[src/srp_pkg.sv]
package srp_pkg;

  localparam int SRP_MAX_BYTES = 8192;
  localparam int SRP_CNT_W     = $clog2(SRP_MAX_BYTES + 1);
  localparam int SRP_Q_DEPTH   = 4;
  localparam int SRP_Q_AW      = $clog2(SRP_Q_DEPTH);
  localparam int SRP_GROUP     = 5;

  localparam logic [7:0] SRP_SOX = 8'hF0;
  localparam logic [7:0] SRP_EOX = 8'hF7;

  localparam logic [7:0] SRP_HDR [SRP_GROUP] = '{8'hF0, 8'h00, 8'h20, 8'h0D, 8'h10};

  typedef enum logic [1:0] {
    KIND_REG = 2'd0,
    KIND_RAW = 2'd1,
    KIND_END = 2'd2
  } srp_kind_t;

  typedef enum logic [2:0] {
    ST_OK    = 3'd0,
    ST_HDR   = 3'd1,
    ST_LEN   = 3'd2,
    ST_OVF   = 3'd3,
    ST_ABORT = 3'd4
  } srp_status_t;

  typedef struct packed {
    srp_kind_t   kind;
    logic [6:0]  subid;
    logic [31:0] word;
    srp_status_t status;
  } srp_entry_t;

endpackage

[src/sysex_register_readback_parser_unit.sv]
// SysEx register readback parser.
// Input: one MIDI byte per word on in_data_byte; taken when in_push is high and
// in_full is low. A byte can be taken every cycle.
// Output: queue-style; the oldest result sits on the out_ ports while out_empty
// is low and is taken when out_pop is high. Each byte yields zero or one result.
// kind 0 carries a register/value pair (sub-id 0), kind 1 a raw 32-bit word,
// kind 2 the end status with out_last set.
// Each result is written to the queue at the edge that takes its byte, then
// loaded from the queue into the output register, from which out_pop takes it.
// Throughput: one byte per cycle while in_full is low; a four-word queue plus
// the output register decouple the parser from the sink.
// When the sink stalls, the queue fills and in_full rises; bytes causing no
// result are still gated by in_full.
// Reset (synchronous, rst_n low): no message open, queue and output empty.
module sysex_register_readback_parser_unit
  import srp_pkg::*;
(
  input  logic        clk,
  input  logic        rst_n,
  input  logic        in_push,
  output logic        in_full,
  input  logic [7:0]  in_data_byte,
  input  logic        out_pop,
  output logic        out_empty,
  output logic [1:0]  out_kind,
  output logic [6:0]  out_subid,
  output logic [14:0] out_reg_number,
  output logic [15:0] out_reg_value,
  output logic [31:0] out_raw_word,
  output logic        out_parity_bad,
  output logic [2:0]  out_status,
  output logic        out_last
);

  logic       in_acc;
  logic       q_push;
  logic       q_full;
  logic       q_pop;
  logic       q_avail;
  srp_entry_t f_ent;
  srp_entry_t q_ent;

  assign in_full = q_full;
  assign in_acc  = in_push && !q_full;

  srp_front u_front (
    .clk      (clk),
    .rst_n    (rst_n),
    .byte_vld (in_acc),
    .byte_in  (in_data_byte),
    .ent_push (q_push),
    .ent      (f_ent)
  );

  srp_queue u_queue (
    .clk    (clk),
    .rst_n  (rst_n),
    .push   (q_push),
    .wr_ent (f_ent),
    .full   (q_full),
    .pop    (q_pop),
    .avail  (q_avail),
    .rd_ent (q_ent)
  );

  srp_back u_back (
    .clk            (clk),
    .rst_n          (rst_n),
    .q_avail        (q_avail),
    .q_ent          (q_ent),
    .q_pop          (q_pop),
    .out_pop        (out_pop),
    .out_empty      (out_empty),
    .out_kind       (out_kind),
    .out_subid      (out_subid),
    .out_reg_number (out_reg_number),
    .out_reg_value  (out_reg_value),
    .out_raw_word   (out_raw_word),
    .out_parity_bad (out_parity_bad),
    .out_status     (out_status),
    .out_last       (out_last)
  );

`ifndef NO_ASSERTIONS
  a_no_push_full: assert property (@(posedge clk) disable iff (!rst_n)
    q_push |-> !q_full) else $error("queue written while full");

  a_last_kind: assert property (@(posedge clk) disable iff (!rst_n)
    !out_empty |-> (out_last == (out_kind == KIND_END)))
    else $error("last flag does not match end result");

  a_fields_zero: assert property (@(posedge clk) disable iff (!rst_n)
    (!out_empty && out_kind != KIND_REG) |->
      (out_reg_number == 15'd0 && out_reg_value == 16'd0 && !out_parity_bad))
    else $error("register fields set on non-register result");

  a_reset_empty: assert property (@(posedge clk)
    $past(!rst_n) |-> out_empty) else $error("output not empty after reset");
`endif

endmodule

[src/srp_front.sv]
module srp_front
  import srp_pkg::*;
(
  input  logic       clk,
  input  logic       rst_n,
  input  logic       byte_vld,
  input  logic [7:0] byte_in,
  output logic       ent_push,
  output srp_entry_t ent
);

  logic                 in_msg_r, in_msg_nxt;
  logic [SRP_CNT_W-1:0] cnt_r, cnt_nxt;
  logic                 hdr_fail_r, hdr_fail_nxt;
  logic                 ovf_r, ovf_nxt;
  logic [6:0]           subid_r, subid_nxt;
  logic [2:0]           grp_r, grp_nxt;
  logic [31:0]          acc_r, acc_nxt;
  logic [31:0]          part;
  logic [31:0]          word_w;

  always_comb begin
    case (grp_r)
      3'd0:    part = {25'd0, byte_in[6:0]};
      3'd1:    part = {18'd0, byte_in[6:0], 7'd0};
      3'd2:    part = {11'd0, byte_in[6:0], 14'd0};
      3'd3:    part = {4'd0, byte_in[6:0], 21'd0};
      3'd4:    part = {byte_in[3:0], 28'd0};
      default: part = 32'd0;
    endcase
  end

  assign word_w = acc_r | part;

  always_comb begin
    in_msg_nxt   = in_msg_r;
    cnt_nxt      = cnt_r;
    hdr_fail_nxt = hdr_fail_r;
    ovf_nxt      = ovf_r;
    subid_nxt    = subid_r;
    grp_nxt      = grp_r;
    acc_nxt      = acc_r;
    ent_push     = 1'b0;
    ent.kind     = KIND_END;
    ent.subid    = subid_r;
    ent.word     = 32'd0;
    ent.status   = ST_OK;
    if (byte_vld) begin
      if (byte_in == SRP_SOX) begin
        if (in_msg_r && !ovf_r) begin
          ent_push   = 1'b1;
          ent.status = ST_ABORT;
        end
        in_msg_nxt   = 1'b1;
        cnt_nxt      = SRP_CNT_W'(1);
        hdr_fail_nxt = 1'b0;
        ovf_nxt      = 1'b0;
        subid_nxt    = 7'd0;
        grp_nxt      = 3'd0;
        acc_nxt      = 32'd0;
      end else if (in_msg_r) begin
        if (ovf_r) begin
          if (byte_in == SRP_EOX) in_msg_nxt = 1'b0;
        end else if (cnt_r >= SRP_CNT_W'(SRP_MAX_BYTES)) begin
          ovf_nxt    = 1'b1;
          if (byte_in == SRP_EOX) in_msg_nxt = 1'b0;
          ent_push   = 1'b1;
          ent.status = ST_OVF;
        end else if (byte_in == SRP_EOX) begin
          in_msg_nxt = 1'b0;
          ent_push   = 1'b1;
          if (hdr_fail_r || cnt_r < SRP_CNT_W'(SRP_GROUP)) begin
            ent.status = ST_HDR;
          end else if (cnt_r < SRP_CNT_W'(SRP_GROUP + 1) || grp_r != 3'd0) begin
            ent.status = ST_LEN;
          end
        end else begin
          cnt_nxt = cnt_r + SRP_CNT_W'(1);
          if (cnt_r < SRP_CNT_W'(SRP_GROUP)) begin
            if (byte_in != SRP_HDR[cnt_r[2:0]]) hdr_fail_nxt = 1'b1;
          end else if (cnt_r == SRP_CNT_W'(SRP_GROUP)) begin
            subid_nxt = byte_in[6:0];
          end else if (grp_r == 3'(SRP_GROUP - 1)) begin
            grp_nxt = 3'd0;
            acc_nxt = 32'd0;
            if (!hdr_fail_r) begin
              ent_push = 1'b1;
              ent.kind = (subid_r == 7'd0) ? KIND_REG : KIND_RAW;
              ent.word = word_w;
            end
          end else begin
            grp_nxt = grp_r + 3'd1;
            acc_nxt = word_w;
          end
        end
      end
    end
  end

  always_ff @(posedge clk) begin
    if (!rst_n) begin
      in_msg_r   <= 1'b0;
      cnt_r      <= '0;
      hdr_fail_r <= 1'b0;
      ovf_r      <= 1'b0;
      subid_r    <= 7'd0;
      grp_r      <= 3'd0;
      acc_r      <= 32'd0;
    end else begin
      in_msg_r   <= in_msg_nxt;
      cnt_r      <= cnt_nxt;
      hdr_fail_r <= hdr_fail_nxt;
      ovf_r      <= ovf_nxt;
      subid_r    <= subid_nxt;
      grp_r      <= grp_nxt;
      acc_r      <= acc_nxt;
    end
  end

endmodule

[src/srp_queue.sv]
module srp_queue
  import srp_pkg::*;
(
  input  logic       clk,
  input  logic       rst_n,
  input  logic       push,
  input  srp_entry_t wr_ent,
  output logic       full,
  input  logic       pop,
  output logic       avail,
  output srp_entry_t rd_ent
);

  srp_entry_t            mem [SRP_Q_DEPTH];
  logic [SRP_Q_AW-1:0]   wp_r, rp_r;
  logic [SRP_Q_AW:0]     cnt_r, cnt_nxt;

  assign full   = (cnt_r == (SRP_Q_AW+1)'(SRP_Q_DEPTH));
  assign avail  = (cnt_r != '0);
  assign rd_ent = mem[rp_r];

  always_comb begin
    cnt_nxt = cnt_r;
    if (push && !pop) cnt_nxt = cnt_r + 1'b1;
    else if (!push && pop) cnt_nxt = cnt_r - 1'b1;
  end

  always_ff @(posedge clk) begin
    if (push) mem[wp_r] <= wr_ent;
  end

  always_ff @(posedge clk) begin
    if (!rst_n) begin
      wp_r  <= '0;
      rp_r  <= '0;
      cnt_r <= '0;
    end else begin
      if (push) wp_r <= wp_r + 1'b1;
      if (pop) rp_r <= rp_r + 1'b1;
      cnt_r <= cnt_nxt;
    end
  end

endmodule

[src/srp_back.sv]
module srp_back
  import srp_pkg::*;
(
  input  logic        clk,
  input  logic        rst_n,
  input  logic        q_avail,
  input  srp_entry_t  q_ent,
  output logic        q_pop,
  input  logic        out_pop,
  output logic        out_empty,
  output logic [1:0]  out_kind,
  output logic [6:0]  out_subid,
  output logic [14:0] out_reg_number,
  output logic [15:0] out_reg_value,
  output logic [31:0] out_raw_word,
  output logic        out_parity_bad,
  output logic [2:0]  out_status,
  output logic        out_last
);

  logic        vld_r;
  logic        is_reg;
  logic        is_end;

  assign is_reg = (q_ent.kind == KIND_REG);
  assign is_end = (q_ent.kind == KIND_END);
  assign q_pop  = q_avail && (!vld_r || out_pop);
  assign out_empty = !vld_r;

  always_ff @(posedge clk) begin
    if (!rst_n) begin
      vld_r <= 1'b0;
    end else if (q_pop) begin
      vld_r <= 1'b1;
    end else if (out_pop) begin
      vld_r <= 1'b0;
    end
  end

  always_ff @(posedge clk) begin
    if (q_pop) begin
      out_kind       <= q_ent.kind;
      out_subid      <= q_ent.subid;
      out_reg_number <= is_reg ? q_ent.word[30:16] : 15'd0;
      out_reg_value  <= is_reg ? q_ent.word[15:0] : 16'd0;
      out_raw_word   <= q_ent.word;
      out_parity_bad <= is_reg && !(^q_ent.word);
      out_status     <= q_ent.status;
      out_last       <= is_end;
    end
  end

endmodule

[config.mk]
export PLATFORM = sky130hd
export DESIGN_NAME = sysex_register_readback_parser_unit
export DESIGN_NICKNAME = d
export VERILOG_FILES = /design/src/srp_pkg.sv /design/src/sysex_register_readback_parser_unit.sv /design/src/srp_front.sv /design/src/srp_queue.sv /design/src/srp_back.sv
export SDC_FILE = /design/constraint.sdc
export NUM_CORES = 1
export LEC_CHECK = 0
export BUFFER_PORTS_ARGS = -buffer_cell sky130_fd_sc_hd__clkbuf_2
export CORE_ASPECT_RATIO = 1.1
export CORE_MARGIN = 2
export CORE_UTILIZATION = 40
export CTS_BUF_LIST = sky130_fd_sc_hd__clkbuf_4 sky130_fd_sc_hd__clkbuf_8
export CTS_CLUSTER_DIAMETER = 200
export CTS_CLUSTER_SIZE = 8
export DETAILED_ROUTE_END_ITERATION = 12
export PLACE_DENSITY = 0.59
export SLEW_MARGIN = 10
export SYNTH_ARGS = -nofsm -noshare
export SYNTH_HDL_FRONTEND = slang
export SYNTH_SLANG_ARGS = --single-unit
[constraint.sdc]
create_clock -name clk -period 8.3 [get_ports clk]
set_input_delay 0.83 -clock clk [delete_from_list [all_inputs] [get_ports clk]]
set_output_delay 0.83 -clock clk [all_outputs]
set_load 0.01 [all_outputs]
==> results.json, run 1 <==
{
  "max_stage_delay_ns": 0.98,
  "regArea_um2": 8981,
  "rsz0062_at_grt": "false",
  "io_pins": 91,
  "setup.worst_path.start_class": "input pin",
  "drt_pass1_iterations": 4,
  "viasPerCell": 4.946,
  "grt_max_degree": 54,
  "first_iter_violations": 407,
  "fmax_mhz": 274.3,
  "remaining_drc_errors": 0,
  "syn_inst": 803,
  "die_h_um": 190.3,
  "antenna_found_initial": 0,
  "syn_area_um2": 12620,
  "cts_resized": 0,
  "crit_type": "in -> reg",
  "cap_violations": 0,
  "p_total_mw": 4.562,
  "critPathArrivalTime_ns": 4.03,
  "multi_input_area_um2": 3366,
  "vias": 6756,
  "clk_latency_ns": 0.56,
  "clk_pin_slew_worst_paths_ns": 0.06,
  "grt_pass1_wl_mm": 37.45,
  "cpMaxStageDelayCell": "a21o_1",
  "clockBufferDepth": 3,
  "worst_hold_path.num_cells": 2,
  "cts-root-buf": "clkbuf_8",
  "maxSlewViolCount": 0,
  "wl_per_cell_um": 17.32,
  "cts_made_buffers": 46,
  "cts.htree.levels": 2,
  "design.core.area_um2": 31220,
  "ant_nets": 0,
  "status": "finished clean",
  "synth_cell_types": 49,
  "cp_cell_sequence": "clkbuf_2 > or3_1 > or3_1 > nand2_1 > nand2_1 > o21ai_4 > a21o_1 > nor2_1",
  "post-cts-setup-buffers": 0,
  "n_antenna_cell": 0,
  "syn_avg_cell_area_um2": 15.71,
  "synth_nets": 832,
  "grt_pass1_vias": 6780,
  "dpl.hpwl_mm": 14.05,
  "grt_usage": 0.1440,
  "syn_to_final_growth_pct": 14.11,
  "worst_pin_slew_ns": 1.153,
  "totalWireLength_mm": 23.66,
  "worstPathMaxFanout": 35,
  "async_flop_share": 0,
  "peakVddDrop_mv": 0.1673,
  "hold_violations": 0,
  "synth-seq-cells": 322,
  "overflow": 0,
  "portBuffers": 90,
  "tns_ns": 0,
  "synth-edff-count": 253,
  "yosys_warnings": 0,
  "p_per_area_nw_per_um2": 316.8,
  "nNetsFinal": 939,
  "hold_class": "reg -> reg",
  "fin_crit_sh": 0.4392,
  "cts_tree": "done",
  "post-route-min-period_ns": 3.645,
  "die_w_um": 173.3,
  "n_fill_cell": 2807,
  "synth_top_flop_cell": "edfxtp_1",
  "slew-limit-headroom": 0.2313,
  "dieArea_um2": 32980,
  "place.gp.congestion": 0.8133,
  "finalClockSkew_ns": 0.01861,
  "required_ns": 8.69,
  "start_util": 0.4041,
  "power_leakage_nw": 5.066,
  "cts.sinks": 322,
  "setup_viol": 0,
  "endpoint_kind": "flip-flop",
  "rows": 68,
  "drive_above_1_share": 0.2653,
  "ctsHoldBuffers": 0,
  "yosysSeqAreaShare": 0.7116,
  "r2r_cells": 12
}
## report_power, final
| group | internal [mW] | switching (mW) | leakage (nW) | total (mW) |
|---|---|---|---|---|
| combinational | 0.534 | 0.676 | 1.52 | 1.21 |
| sequential | 2.04 | 0.0564 | 3.04 | 2.10 |
| clock | 0.681 | 0.570 | 0.505 | 1.25 |
## path summary, 6_finish.rpt
path	startpoint	endpoint	slack, ns
worst max-delay path	in_data_byte[0]	u_front.grp_r[0]	4.65
worst min-delay path	u_front.acc_r[30]	u_front.acc_r[30]	0.42
worst max register to register	u_front.cnt_r[1]	u_queue.cnt_r[2]	5.05
worst min register to register	u_front.acc_r[30]	u_front.acc_r[30]	0.42
## synthesized netlist by cell type, types with 2 or more instances
cell,number,area (µm²)
nor2b_1,12,75.07
a31oi_1,32,200.2
nor2_2,3,18.77
nand2b_1,4,25.02
clkbuf_1,20,75.07
or3_1,5,31.28
mux2i_1,10,100.1
mux4_2,44,991.0
nor4_1,3,18.77
nand2_1,18,67.56
nand3_1,8,40.04
buf_6,4,45.04
ha_1,16,200.2
inv_1,21,78.83
o21ai_0,6,30.03
and2_1,44,275.3
nor3_1,5,25.02
and3_1,3,18.77
edfxtp_1,253,7597
a21oi_1,42,210.2
xnor2_2,4,65.06
nand4_1,5,31.28
buf_4,6,45.04
nor3b_1,2,15.01
nand3_2,3,30.03
a211oi_1,2,15.01
xor2_1,13,113.9
xnor2_1,29,254.0
buf_2,9,45.04
dfxtp_1,69,1381
nor2_1,90,337.8
## cells by family (layout without fill, tap and decap cells)
family / Yosys count / count (layout) / synth area share
compound gates: 91 / 91 / 0.04244
fa+ha+maj: 17 / 17 / 0.01745
simple gates: 212 / 212 / 0.08458
flops: 322 / 322 / 0.7116
mux: 54 / 54 / 0.08647
buf+inv: 61 / 204 / 0.02320
xor+xnor: 46 / 46 / 0.03431
## layout by cell type (no fill, tap or decap), drive strengths merged
cell type,Yosys,layout
a211oi,2,2
a21boi,2,2
a21o,1,1
a21oi,43,43
a22oi,1,1
a31oi,32,32
and2,44,44
and3,3,3
and4,1,1
buf,20,9
clkbuf,20,171
clkinv,0,1
clkinvlp,0,1
dfxtp,69,69
edfxtp,253,253
fa,1,1
ha,16,16
inv,21,22
mux2i,10,10
mux4,44,44
nand2,19,19
nand2b,4,4
nand3,11,11
nand4,6,6
nor2,93,93
nor2b,12,12
nor3,6,6
nor3b,2,2
nor4,3,3
o21a,1,1
o21ai,7,7
o31a,1,1
o41ai,1,1
or2,2,2
or3,5,5
or4,1,1
xnor2,33,33
xor2,13,13
## cell type report
cell class / instances / share of cell area
Timing Repair Buffer: 99 / 0.03598
Clock inverter: 3 / 0.001912
Sequential cell: 322 / 0.6237
Inverter: 21 / 0.005474
Clock buffer: 81 / 0.06265
Tap cell: 420 / 0.03650
Multi-Input combinational cell: 420 / 0.2338
## flip-flops by register name, summed over array words and instances, names as in the netlist, 2 cells and up, named ones only
name	count
u_back.out_reg_number	15
u_front.cnt_r	14
u_back.out_status	3
u_back.out_raw_word	32
u_front.grp_r	3
u_queue.rp_r	2
u_queue.cnt_r	3
u_back.out_reg_value	16
u_front.acc_r	32
u_queue.wp_r	2
u_back.out_subid	7
u_back.out_kind	2
u_queue.mem	176
u_front.subid_r	7
## per-layer routing
layer | global-route usage | routed length (µm) | part of all wire | vias to the layer above
li1 | - | - | - | 3197
met3 | 0.02911 | 1102 | 0.047 | 34
met2 | 0.2340 | 11310 | 0.48 | 154
met5 | 0 | 0 | 0 | -
met1 | 0.1953 | 10780 | 0.46 | 3371
met4 | 0.04726 | 462 | 0.020 | 0
## stage by stage
step / utilization / hold slack, ns / instances / setup slack [ns] / area [µm²]
floorplan: - / 0.4081 / 803 / 0.1032 / 12620
global placement: 0.4314 / 0.4199 / 1282 / 4.211 / 13470
detailed placement: 0.4314 / 0.4170 / 1282 / 4.156 / 13470
CTS: 0.4611 / 0.4267 / 1366 / 4.715 / 14400
global route: 0.4611 / 0.4446 / 1366 / 4.429 / 14400
finish: 0.4611 / 0.4248 / 1366 / 4.655 / 14400
## critical path, delay by kind of cell
family          cells  cell delay, ns
simple gates        5            1.24
compound gates      2            1.71
buf+inv             1            0.24
No activity file was read; power rests on OpenSTA's default activity.
==> run 2, diff against run 1 <==
PLACE_DENSITY = 0.57   (was 0.59)
clock period = 3.8 ns   (was 8.3 ns; I/O delays follow)
==> results.json, run 2 (synthesized netlist as in run 1, its figures left out) <==
{
  "status": "finished clean",
  "clk_latency_ns": 0.55,
  "grt_usage": 0.1480,
  "cts_resized": 0,
  "clockBufferDepth": 3,
  "syn_to_final_growth_pct": 14.91,
  "dpl.hpwl_mm": 14.49,
  "nNetsFinal": 944,
  "r2r_cells": 12,
  "largest_reg_flops": 176,
  "power_leakage_nw": 5.184,
  "cts.htree.levels": 2,
  "start_util": 0.4041,
  "ctsHoldBuffers": 0,
  "die_h_um": 190.3,
  "cts.sinks": 322,
  "cts-root-buf": "clkbuf_8",
  "final_common_cell": "edfxtp_1",
  "clk_pin_slew_worst_paths_ns": 0.07,
  "regMostFlops": "u_queue.mem",
  "grt_max_degree": 63,
  "n_antenna_cell": 0,
  "maxSlewViolCount": 0,
  "wl_per_cell_um": 17.53,
  "portBuffers": 90,
  "overflow": 0,
  "max_stage_delay_ns": 0.43,
  "first_iter_violations": 381,
  "place.gp.congestion": 0.8198,
  "crit_type": "reg -> reg",
  "design.core.area_um2": 31220,
  "antenna_found_initial": 0,
  "hold_class": "in -> reg",
  "reg_top3": "u_queue.mem (176), u_back.out_raw_word (32), u_front.acc_r (32)",
  "totalWireLength_mm": 24.06,
  "remaining_drc_errors": 0,
  "finalClockSkew_ns": 0.02102,
  "rows": 68,
  "worst_hold_path.num_cells": 3,
  "worst_pin_slew_ns": 1.052,
  "fin_crit_sh": 0.8257,
  "drive_above_1_share": 0.2689,
  "worstPathMaxFanout": 7,
  "dieArea_um2": 32980,
  "cp_cell_sequence": "inv_1 > ha_1 > nand2b_1 > o21a_1 > nor3_1 > o31a_1 > ha_1 > inv_1 > fa_1 > xor2_1 > or3_1 > a21oi_1",
  "die_w_um": 173.3,
  "hold_violations": 0,
  "layout_common_cells": "edfxtp_1 (253), nor2_1 (90), clkbuf_2 (90), dfxtp_1 (67), clkbuf_8 (47)",
  "endpoint_kind": "flip-flop",
  "cap_violations": 0,
  "tns_ns": 0,
  "drt_pass1_iterations": 4,
  "post-route-min-period_ns": 3.137,
  "rsz0062_at_grt": "false",
  "post-cts-setup-buffers": 0,
  "setup.worst_path.start_class": "flip-flop",
  "viasPerCell": 4.937,
  "grt_pass1_vias": 6945,
  "peakVddDrop_mv": 0.3856,
  "worst_hold_slack_ns": 0.1591,
  "vias": 6773,
  "setup_viol": 0,
  "required_ns": 4.28,
  "cts_made_buffers": 46,
  "p_per_area_nw_per_um2": 686.7,
  "io_pins": 91,
  "ant_nets": 0,
  "slew-limit-headroom": 0.2973,
  "cts_tree": "done",
  "grt_pass1_wl_mm": 38.32,
  "fmax_mhz": 318.7,
  "critPathArrivalTime_ns": 3.62,
  "cpMaxStageDelayCell": "fa_1"
}
[run 2: cell count changes in the layout (fill, tap and decap cells not counted), sizes merged]
cell,previous run,this run
buf,9,14
clkbuf,171,173
inv,22,21
[run 2: metrics by stage]
stage               cell area, µm²  std cells    util  setup WS, ns  total power, mW
CTS                          14500       1372  0.4644        0.6807            10.17
global placement             13570       1287  0.4345        0.6045            7.368
detailed placement           13570       1287  0.4345        0.5244            7.399
finish                       14500       1372  0.4644        0.6625            9.958
global route                 14500       1372  0.4644        0.5024            10.51
floorplan                    12630        803       -        0.7170            6.307
[run 2: path summary, 6_finish.rpt]
kind / end / slack, ns / from
setup / recovery: u_queue.cnt_r[2] / 0.66 / u_front.cnt_r[1]
hold / removal: u_back.vld_r / 0.16 / out_pop
setup reg to reg: u_queue.cnt_r[2] / 0.66 / u_front.cnt_r[1]
hold reg to reg: u_front.acc_r[31] / 0.42 / u_front.acc_r[31]
[run 2: power breakdown]
group          total [mW]  leakage (nW)  switching, mW  internal, mW
Sequential           4.64          3.12          0.163          4.47
Clock                2.74         0.508           1.24          1.50
Combinational        2.58          1.55           1.42          1.17
[run 2: layout make-up]
cell class / count / area (µm²)
fill: 2758 / 16720
sequential: 322 / 8981
multi-input combinational: 420 / 3363
clock buffer: 83 / 917.1
timing repair buffer: 104 / 618.1
tap: 420 / 525.5
inverter: 21 / 78.83
clock inverter: 2 / 16.27
[run 2: metal layers]
metal	vias to the layer above	share of wire	GRT usage	wire [µm]
li1	3209	-	-	-
met1	3379	0.46	0.1989	10990
met2	141	0.48	0.2478	11660
met3	44	0.041	0.02771	982
met4	0	0.018	0.04107	427
met5	-	0	0	0
[run 2: worst max-delay path: cells and delay by family (launching register included)]
family / cells / cell delay (ns)
AOI/OAI and AO/OA: 3 / 0.70
xor gates and xnor gates: 1 / 0.18
adders and majority gates: 3 / 0.86
buffers and inverters: 2 / 0.18
DFF: 1 / 0.41
and+or+nand+nor: 3 / 0.74
==> run 3, diff against run 2 <==
ABC_AREA = 1   (was not set)
PLACE_DENSITY = 0.59   (was 0.57)
clock period = 2.8 ns   (was 3.8 ns; I/O delays follow)
==> results.json, run 3 <==
{
  "status": "finished clean",
  "critPathArrivalTime_ns": 2.97,
  "io_pins": 91,
  "die_h_um": 200.4,
  "antenna_found_initial": 0,
  "start_util": 0.4081,
  "synth-seq-cells": 322,
  "rows": 71,
  "layout_common_cells": "nand2_1 (479), edfxtp_1 (253), nor2_1 (117), inv_1 (98), clkbuf_2 (90)",
  "setup_viol": 0,
  "cp_cell_sequence": "inv_1 > ha_1 > nand4_1 > and2_1 > nand2_1 > nand3_1 > nand2_1 > inv_1 > ha_2 > inv_2 > fa_1 > a21oi_1 > o21ai_0 > o21ai_1 > a21oi_1",
  "grt_usage": 0.1735,
  "maxSlewViolCount": 0,
  "yosysSeqAreaShare": 0.6400,
  "worst_hold_slack_ns": 0.04163,
  "synth_cell_types": 51,
  "setup.worst_path.start_class": "flip-flop",
  "ant_nets": 0,
  "regMostFlops": "u_queue.mem",
  "nNetsFinal": 1557,
  "synth_top_area_frac": 0.5416,
  "p_clk_frac": 0.252,
  "vias": 10020,
  "n_antenna_cell": 0,
  "cap_violations": 0,
  "overflow": 0,
  "remaining_drc_errors": 0,
  "final_common_cell": "nand2_1",
  "required_ns": 3.24,
  "cts_made_buffers": 46,
  "dpl.hpwl_mm": 20.14,
  "post-route-min-period_ns": 2.527,
  "yosysMostFrequentCell": "nand2_1",
  "die_w_um": 182.6,
  "power.internal_mw": 9.691,
  "crit_type": "reg -> reg",
  "peakVddDrop_mv": 1.749,
  "cts-root-buf": "clkbuf_8",
  "portBuffers": 90,
  "ctsHoldBuffers": 0,
  "grt_pass1_wl_mm": 50.76,
  "hold_class": "in -> reg",
  "grt_max_degree": 83,
  "drive_above_1_share": 0.1662,
  "synth_nets": 1445,
  "fmax_mhz": 395.7,
  "synth-edff-count": 253,
  "place.gp.congestion": 0.8549,
  "cts.sinks": 322,
  "cpMaxStageDelayCell": "fa_1",
  "worst_pin_slew_ns": 0.5366,
  "hold_violations": 0,
  "worstPathMaxFanout": 4,
  "cts.htree.levels": 2,
  "cts_tree": "done",
  "viasPerCell": 5.005,
  "yosys_warnings": 0,
  "fin_crit_sh": 0.9026,
  "synth.largest_area_cell": "edfxtp_1",
  "clockBufferDepth": 3,
  "power_leakage_nw": 6.454,
  "p_switching_mw": 5.281,
  "synth.area.top_cells": "edfxtp_1 (54%), nand2_1 (13%), dfxtp_1 (9.8%), nor2_1 (3.2%), nand3_1 (3.1%)",
  "rrSetupSlack_ns": 0.27,
  "dp.cells": 1918,
  "syn_to_final_growth_pct": 14.54,
  "reg_top3": "u_queue.mem (176), u_back.out_raw_word (32), u_front.acc_r (32)",
  "wl_per_cell_um": 15.71,
  "async_flop_share": 0,
  "swShare": 0.3527,
  "instances_no_fill": 2002,
  "clk_pin_slew_worst_paths_ns": 0.06,
  "syn_avg_cell_area_um2": 9.907,
  "syn_inst": 1416,
  "pre_cts_ws_ns": 0.2436,
  "finalClockSkew_ns": 0.02395,
  "power.share.combinational": 0.325,
  "largest_reg_flops": 176,
  "syn_area_um2": 14030,
  "drt_pass1_iterations": 5,
  "grt_pass1_vias": 9585,
  "tns_ns": 0,
  "slew-limit-headroom": 0.6409,
  "share_seq_of_total_power": 0.424,
  "synth_top_flop_cell": "edfxtp_1",
  "dieArea_um2": 36590,
  "design.core.area_um2": 34380,
  "endpoint_kind": "flip-flop",
  "first_iter_violations": 734,
  "max_stage_delay_ns": 0.42,
  "totalWireLength_mm": 31.45,
  "clk_latency_ns": 0.57,
  "ys_top_cells_by_count": "nand2_1 (479), edfxtp_1 (253), nor2_1 (121)",
  "fin_ws_ns": 0.2728,
  "rsz0062_at_grt": "false",
  "p_per_area_nw_per_um2": 931.8
}
[run 3: changes by cell type after synthesis, sizes merged, moves of 20 or more]
cell / before / now
a21oi: 43 / 69
a31oi: 32 / 0
and2: 44 / 1
inv: 21 / 108
mux4: 44 / 0
nand2: 19 / 483
nand3: 11 / 87
nand4: 6 / 26
nor2: 93 / 130
o21ai: 7 / 49
xnor2: 33 / 0
[run 3: per-layer routing]
metal / vias up / wire length, µm / GRT usage
met5: - / 0 / 0
met4: 0 / 732 / 0.05588
met3: 58 / 1575 / 0.03247
met2: 224 / 14720 / 0.2857
met1: 4747 / 14420 / 0.2318
li1: 4991 / - / -
[run 3: metrics by stage]
step / util / area, µm² / power [mW]
floorplan: - / 14050 / 9.706
global placement: 0.4400 / 15130 / 11.29
detailed placement: 0.4400 / 15130 / 11.40
CTS: 0.4673 / 16070 / 15.20
global route: 0.4674 / 16070 / 16.07
finish: 0.4674 / 16070 / 14.97
[run 3: path summary, 6_finish.rpt]
kind	end	startpoint	depth (start not counted)
worst min register to register	u_front.acc_r[22]	u_front.acc_r[22]	2
worst max register to register	u_queue.cnt_r[2]	u_front.cnt_r[1]	15
worst max-delay path	u_queue.cnt_r[2]	u_front.cnt_r[1]	15
worst min-delay path	u_front.acc_r[27]	in_data_byte[6]	3
[run 3: area by class of cell]
class | instances | area (µm²)
clock buffers | 83 | 929.6
repair buffers | 120 | 800.8
multi-input cells | 930 | 4388
inverters | 108 | 407.9
well taps | 438 | 548.0
flip-flops and latches | 322 | 8985
clock inverters | 1 | 8.758
fillers | 3232 | 18310
[run 3: logic make-up after synthesis]
group,share of synthesized area
DFF,0.6400
buffers and inverters,0.05030
adders and majority gates,0.01570
AOI/OAI and AO/OA,0.07028
and+or+nand+nor,0.2224
xor gates and xnor gates,0.001249
[run 3: power by group through the flow]
stage / clock (mW) / combinational [mW] / sequential (mW)
after CTS: 3.89 / 4.94 / 6.36
after floorplan: 0 / 2.94 / 6.77
after global routing: 4.09 / 5.56 / 6.41
after detailed placement: 0 / 4.93 / 6.46
final: 3.77 / 4.86 / 6.34
after global placement: 0 / 4.84 / 6.45
[run 3: critical path, delay by kind of cell, from the launching register on]
family	cells	cell delay, ns
fa+ha+maj	3	0.78
flops	1	0.38
simple gates	5	0.57
compound gates	4	0.44
buf+inv	3	0.24
[run 3: what timing repair did]
item / in CTS / in global routing
endpoints found under the hold margin: 0 / 0
buffers inserted: 0 / 0
setup endpoints to repair: 0 / 1
gates resized for setup: 0 / 1
